`src/plti_pkg.sv`:
```
// shared types, constants and the arctangent table for the linkage solver
package plti_pkg;

   localparam int ANG_W = 16;
   localparam int CFG_W = 20;
   localparam int SQ_DIGITS = 31;

   localparam logic [1:0] REG_LINK_OFFSET      = 2'd0;
   localparam logic [1:0] REG_CRANK_LENGTH     = 2'd1;
   localparam logic [1:0] REG_LEFT_ROD_HEIGHT  = 2'd2;
   localparam logic [1:0] REG_RIGHT_ROD_HEIGHT = 2'd3;

   localparam logic signed [35:0] GAIN_Q30    = 36'sd652032874;
   localparam logic signed [35:0] PI_Q30      = 36'sd3373259426;
   localparam logic signed [35:0] HALF_PI_Q30 = 36'sd1686629713;

   typedef struct packed {
      logic signed [35:0] x;
      logic signed [35:0] y;
      logic signed [35:0] z;
      logic               flip;
   } rot_type;

   typedef struct packed {
      logic signed [33:0] x;
      logic signed [33:0] y;
      logic signed [32:0] z;
   } vec_type;

   typedef struct packed {
      logic [61:0] rad;
      logic [32:0] rem;
      logic [30:0] root;
   } sqrt_type;

   typedef struct packed {
      logic signed [17:0] cx;
      logic signed [17:0] cy;
      logic signed [17:0] sy;
      logic signed [17:0] sxsy;
      logic signed [17:0] sxcy;
   } trig_type;

   typedef struct packed {
      logic [39:0] ll;
      logic [39:0] ld;
      logic [39:0] dd;
      logic [54:0] k0;
   } cfgp_type;

   function automatic logic [29:0] atan_q30(input int unsigned i);
      logic [29:0] v;
      case (i)
         0: v = 30'h3243F6A8;
         1: v = 30'h1DAC6705;
         2: v = 30'h0FADBAFC;
         3: v = 30'h07F56EA6;
         4: v = 30'h03FEAB76;
         5: v = 30'h01FFD55B;
         6: v = 30'h00FFFAAA;
         7: v = 30'h007FFF55;
         8: v = 30'h003FFFEA;
         9: v = 30'h001FFFFD;
         10: v = 30'h000FFFFF;
         11: v = 30'h0007FFFF;
         12: v = 30'h0003FFFF;
         13: v = 30'h0001FFFF;
         14: v = 30'h0000FFFF;
         15: v = 30'h00007FFF;
         16: v = 30'h00003FFF;
         17: v = 30'h00001FFF;
         18: v = 30'h00000FFF;
         19: v = 30'h000007FF;
         20: v = 30'h000003FF;
         21: v = 30'h000001FF;
         22: v = 30'h000000FF;
         23: v = 30'h0000007F;
         default: v = 30'h0;
      endcase
      return v;
   endfunction

endpackage

```
`src/plti_rot_cell.sv`:
```
// one rotation-mode cordic cell for sine and cosine
module plti_rot_cell #(
   parameter int STAGE = 0
) (
   input  logic              clock,
   input  logic              en,
   input  plti_pkg::rot_type d_in,
   output plti_pkg::rot_type d_out
);

   localparam logic signed [35:0] ATAN = $signed({6'b0, plti_pkg::atan_q30(STAGE)});

   plti_pkg::rot_type q_ff;
   plti_pkg::rot_type q_in;

   always_comb begin
      q_in = d_in;
      if (d_in.z >= 0) begin
         q_in.x = d_in.x - (d_in.y >>> STAGE);
         q_in.y = d_in.y + (d_in.x >>> STAGE);
         q_in.z = d_in.z - ATAN;
      end else begin
         q_in.x = d_in.x + (d_in.y >>> STAGE);
         q_in.y = d_in.y - (d_in.x >>> STAGE);
         q_in.z = d_in.z + ATAN;
      end
   end

   always_ff @(posedge clock) begin
      if (en) begin
         q_ff <= q_in;
      end
   end

   assign d_out = q_ff;

endmodule

```
`config.mk`:
```
export PLATFORM = sky130hd
export DESIGN_NAME = plti_rot_cell
export DESIGN_NICKNAME = d
export VERILOG_FILES = /design/src/plti_pkg.sv /design/src/plti_rot_cell.sv
export SDC_FILE = /design/constraint.sdc
export NUM_CORES = 1
export LEC_CHECK = 0
export ABC_AREA = 0
export BUFFER_PORTS_ARGS = -buffer_cell sky130_fd_sc_hd__buf_2
export CORE_AREA = 2 2 119 179
export CTS_BUF_LIST = sky130_fd_sc_hd__clkbuf_16
export CTS_CLUSTER_SIZE = 40
export DETAILED_ROUTE_END_ITERATION = 7
export DIE_AREA = 0 0 121 181
export PLACE_DENSITY = 0.78
export REMOVE_ABC_BUFFERS = 1
export SETUP_SLACK_MARGIN = 0.15
export SLEW_MARGIN = 40
export SYNTH_ARGS = -nofsm -noshare
export SYNTH_HDL_FRONTEND = slang
export SYNTH_SLANG_ARGS = --single-unit
export TNS_END_PERCENT = 20
```
`constraint.sdc`:
```
create_clock -name clock -period 9.6 [get_ports clock]
set_clock_uncertainty 0.15 [all_clocks]
set_input_delay 1.92 -clock clock [delete_from_list [all_inputs] [get_ports clock]]
set_output_delay 1.92 -clock clock [all_outputs]
set_load 0.02 [all_outputs]
```
# Word-level counts from Yosys, hierarchy flattened
# Cells that the tools add are included.
# word_totals
output_inout_bits,109
in_bits,111
word_cells,11
register_bits,109
# op_classes
mux,1
n_addsub,5
n_lt_le_gt_ge,1
# ops
cell,n
two-way mux 108 bit,1
subtractor 36 bit,2
"adder 36 x 31 -> 36 bit, second input constant",1
adder 36 bit,1
"greater-or-equal comparator 36 x 1 -> 1 bit, second input constant",1
"subtractor 36 x 31 -> 36 bit, second input constant",1

# Longest topological paths before layout
# depth
depth_word,2
depth_mapped,20
depth_no_buf,18

# Least setup slack after synthesis
# No wires, ideal clock.
# synth_timing
kind,input port to flip-flop
from,in d_in[36] (netlist name)
to,"reg q_ff, in the netlist d_out[35], data pin"
t_arrival_ns,5.742
cell_stages,20
path_slack_ns,3.445
setup_ns,0.262
path_cell_list,inv_1 > ha_1 > nor4b_1 > nand4_1 > nor3_1 > nand2b_1 > clkinv_1 > clkbuf_1 > buf_1 > ha_1 > and3_1 > and4_1 > a221oi_1 > a21oi_1 > nor2_1 > o211ai_1 > a31o_2 > a211o_1 > a21oi_1 > xor2_1
# synth_lines
element,line_no,text
start: declaration,plti_rot_cell.sv:7,"input plti_pkg::rot_type d_in,"
end signal: assignment,plti_rot_cell.sv:31,q_ff <= q_in;
end: declaration,plti_rot_cell.sv:13,plti_pkg::rot_type q_ff;

==> flow_metrics.tcl <==
set metrics [dict create \
    status "complete, no violations" \
    end_kind "flop" \
    leakage_nw 5.812 \
    dp_cells 1709 \
    rsz0062_at_grt "false" \
    critPathMaxFanout 43 \
    peakVddDrop_uv 72.87 \
    worstSetupStartpoint "d_in[36]" \
    viasPerCell 5.969 \
    cts_buffers 9 \
    synth-main-ff-cell "edfxtp_1" \
    drt-pass1-iter-count 7 \
    setup-tns-final_ns 0 \
    cts_sinks 108 \
    multi_input_area_mm2 0.007181 \
    syn_avg_cell_area_um2 8.690 \
    crit_path_end "d_out[34]" \
    gp_congestion 1.013 \
    grt_pass1_wl_um 51120 \
    clk_pin_slew_ns 0.07 \
    slew_headroom_pct 44.12 \
    post_cts_resized 0 \
    ys_seq_area_share_pct 29.25 \
    synthCells 1276 \
    synthArstFlopShare_pct 0 \
    fmax_mhz 154.5 \
    clock-root-buffer "clkbuf_16" \
    num-fill-cells 1716 \
    design.die.area_mm2 0.02190 \
    pwr_density_cell_mw_per_mm2 140.5 \
    h-tree-depth 3 \
    worstMarginPinSlew_ns 0.8382 \
    period_minus_slack_ns 6.472 \
    synth_cell_type_count 77 \
    met3_length_um 1880 \
    core_mm2 0.02026 \
    yosysTopAreaCellShare_pct 29.25 \
    synth_edf_count 108 \
    antenna_left 0 \
    start_util_pct 54.73 \
    drv_cap 0 \
    whs_ns 1.571 \
    layout.area.seq_mm2 0.003243 \
    wirelength_um 32910 \
    area_delta_synth_final_pct 13.61 \
    ctsHoldBuffers 0 \
    finalCritPeriodShare_pct 67.42 \
    topRoutingLayerUsed "met4" \
    yosysMostFrequentCell "a21oi_1" \
    ys_warn_count 0 \
    synth.area.top_cells "edfxtp_1 (29%), ha_1 (15%), a21oi_1 (6.5%)" \
    antenna_found_initial 4 \
    clk_path_buf_depth 2 \
    routed-wl-met2_um 17410 \
    criticalPathCategory "input port to flop" \
    grt_pass1_vias 10060 \
    hold_viol_final 0 \
    rows 64 \
    track_usage_pct 29.49 \
    vias 10320 \
    numPortBuffers 219 \
    wl_per_cell_um 19.03 \
    final_cell_count_no_fill 1729 \
    drive_gt1_share_pct 18.55 \
    slowest_delay_ns 0.58 \
    grt_max_degree 89 \
    syn_area_mm2 0.01109 \
    drt_drc_violations_left 0 \
    worstPathCellList "buf_2, inv_1, ha_1, nor4b_1, nand4_1, nor3_1, nand2b_2, inv_2, buf_4, ha_1, and3_1, a22o_1, a21o_1, a31oi_1, nand3_1, and2_1, a2111oi_2, o21bai_1, a21oi_1, xnor2_1" \
    drt_iter0_drc 785 \
    final_max_slew_viol_count 0 \
    yosys-top-cells-count "a21oi_1 (145), ha_1 (137), inv_1 (112)" \
    cts_setup_buffers 0 \
    die_h_um 181 \
    io_pins 220 \
    critPathRequiredTime_ns 9.57 \
    netlist.top_cell.by_area "edfxtp_1" \
    cp_common_cell "ha_1" \
    largest_register_ffs 108 \
    setup_viol_count_final 0 \
    grt_overflow_total 0 \
    start_kind "input port" \
    hold_path.class "input port to flop" \
    cp.arrival_ns 6.44 \
    dp_hpwl_um 26080 \
    nets 1708 \
    cts_tree "yes" \
    wl_met1_um 12120 \
    die_w_um 121 \
    ys_ff_latch 108 \
    crit_path_top_delay_cell "buf_4" \
]
==> cell type report <==
type / instances / share of cell area [%]
multi-input cells: 999 / 57.00
flip-flops and latches: 108 / 25.74
repair buffers: 222 / 8.959
inverters: 116 / 3.456
well taps: 264 / 2.622
clock buffers: 9 / 1.788
clock inverters: 7 / 0.3476
diodes: 4 / 0.07946
==> report_power, final <==
part	total (mW)	internal [mW]	switching [mW]
clock network	0.353	0.175	0.178
registers	0.646	0.625	0.0213
logic	0.771	0.277	0.494
==> per-stage QoR <==
stage                     power, mW  util (%)  instance area (um^2)  setup slack, ns
after floorplan               1.168         -                 10850          0.03953
after global placement        1.407     60.73                 12300            3.035
after detailed placement      1.413     60.78                 12310            2.879
after CTS                     1.768     62.11                 12580            3.230
after global routing          1.858     62.13                 12590            2.785
final                         1.770     62.18                 12600            3.128
==> layer usage <==
metal,GRT usage [%],vias to the layer above
li1,-,4955
met5,0,-
met3,4.261,98
met1,31.65,4831
met4,13.67,0
met2,55.53,436
==> layout by cell type (no fill, tap or decap), types with 11 or more instances in the layout <==
cell type	n
nand3_1	17
nand2_1	72
buf_2	218
o211ai_1	11
nor4_1	17
o21bai_1	30
nand2b_1	14
a21oi_1	145
a31oi_1	13
xnor2_1	79
and3_1	13
edfxtp_1	108
nand4_1	15
nor3_1	20
ha_1	137
inv_1	113
nor2b_1	17
mux2i_1	16
a21o_1	53
nor2_1	107
o21ai_0	67
a211oi_1	12
xor2_1	20
==> how the worst min path moves through the flow <==
| stage | start | to | slack (ns) | cells past startpoint |
|---|---|---|---|---|
| after CTS | d_in[0] | d_out[0] | 1.57 | 1 |
| after global routing | d_in[0] | d_out[0] | 1.57 | 1 |
| after detailed placement | d_in[0] | d_out[0] | 1.95 | 1 |
| final | d_in[0] | d_out[0] | 1.57 | 1 |
| after global placement | d_in[0] | d_out[0] | 1.95 | 1 |
| after floorplan | d_in[0] | d_out[0] | 1.87 | 0 |
==> worst max-delay path, delay by kind of cell <==
| kind | cells | cell delay, ns |
|---|---|---|
| fa+ha+maj | 2 | 0.60 |
| xor+xnor | 1 | 0.11 |
| buf+inv | 4 | 1.25 |
| compound gates | 6 | 1.50 |
| simple gates | 7 | 1.06 |
==> logic make-up (layout without fill, tap and decap cells) <==
group / after synthesis / in the layout / synth area share, %
multiplexers: 16 / 16 / 1.444
other: 0 / 4 / 0
AO/OA/AOI/OAI: 421 / 421 / 25.13
XOR/XNOR: 99 / 99 / 7.820
flip-flops: 108 / 108 / 29.25
buffers and inverters: 169 / 354 / 6.071
AND/OR/NAND/NOR: 322 / 322 / 14.11
adder cells (fa/ha/maj): 141 / 141 / 16.18
Power figures use the tool's default switching activity.
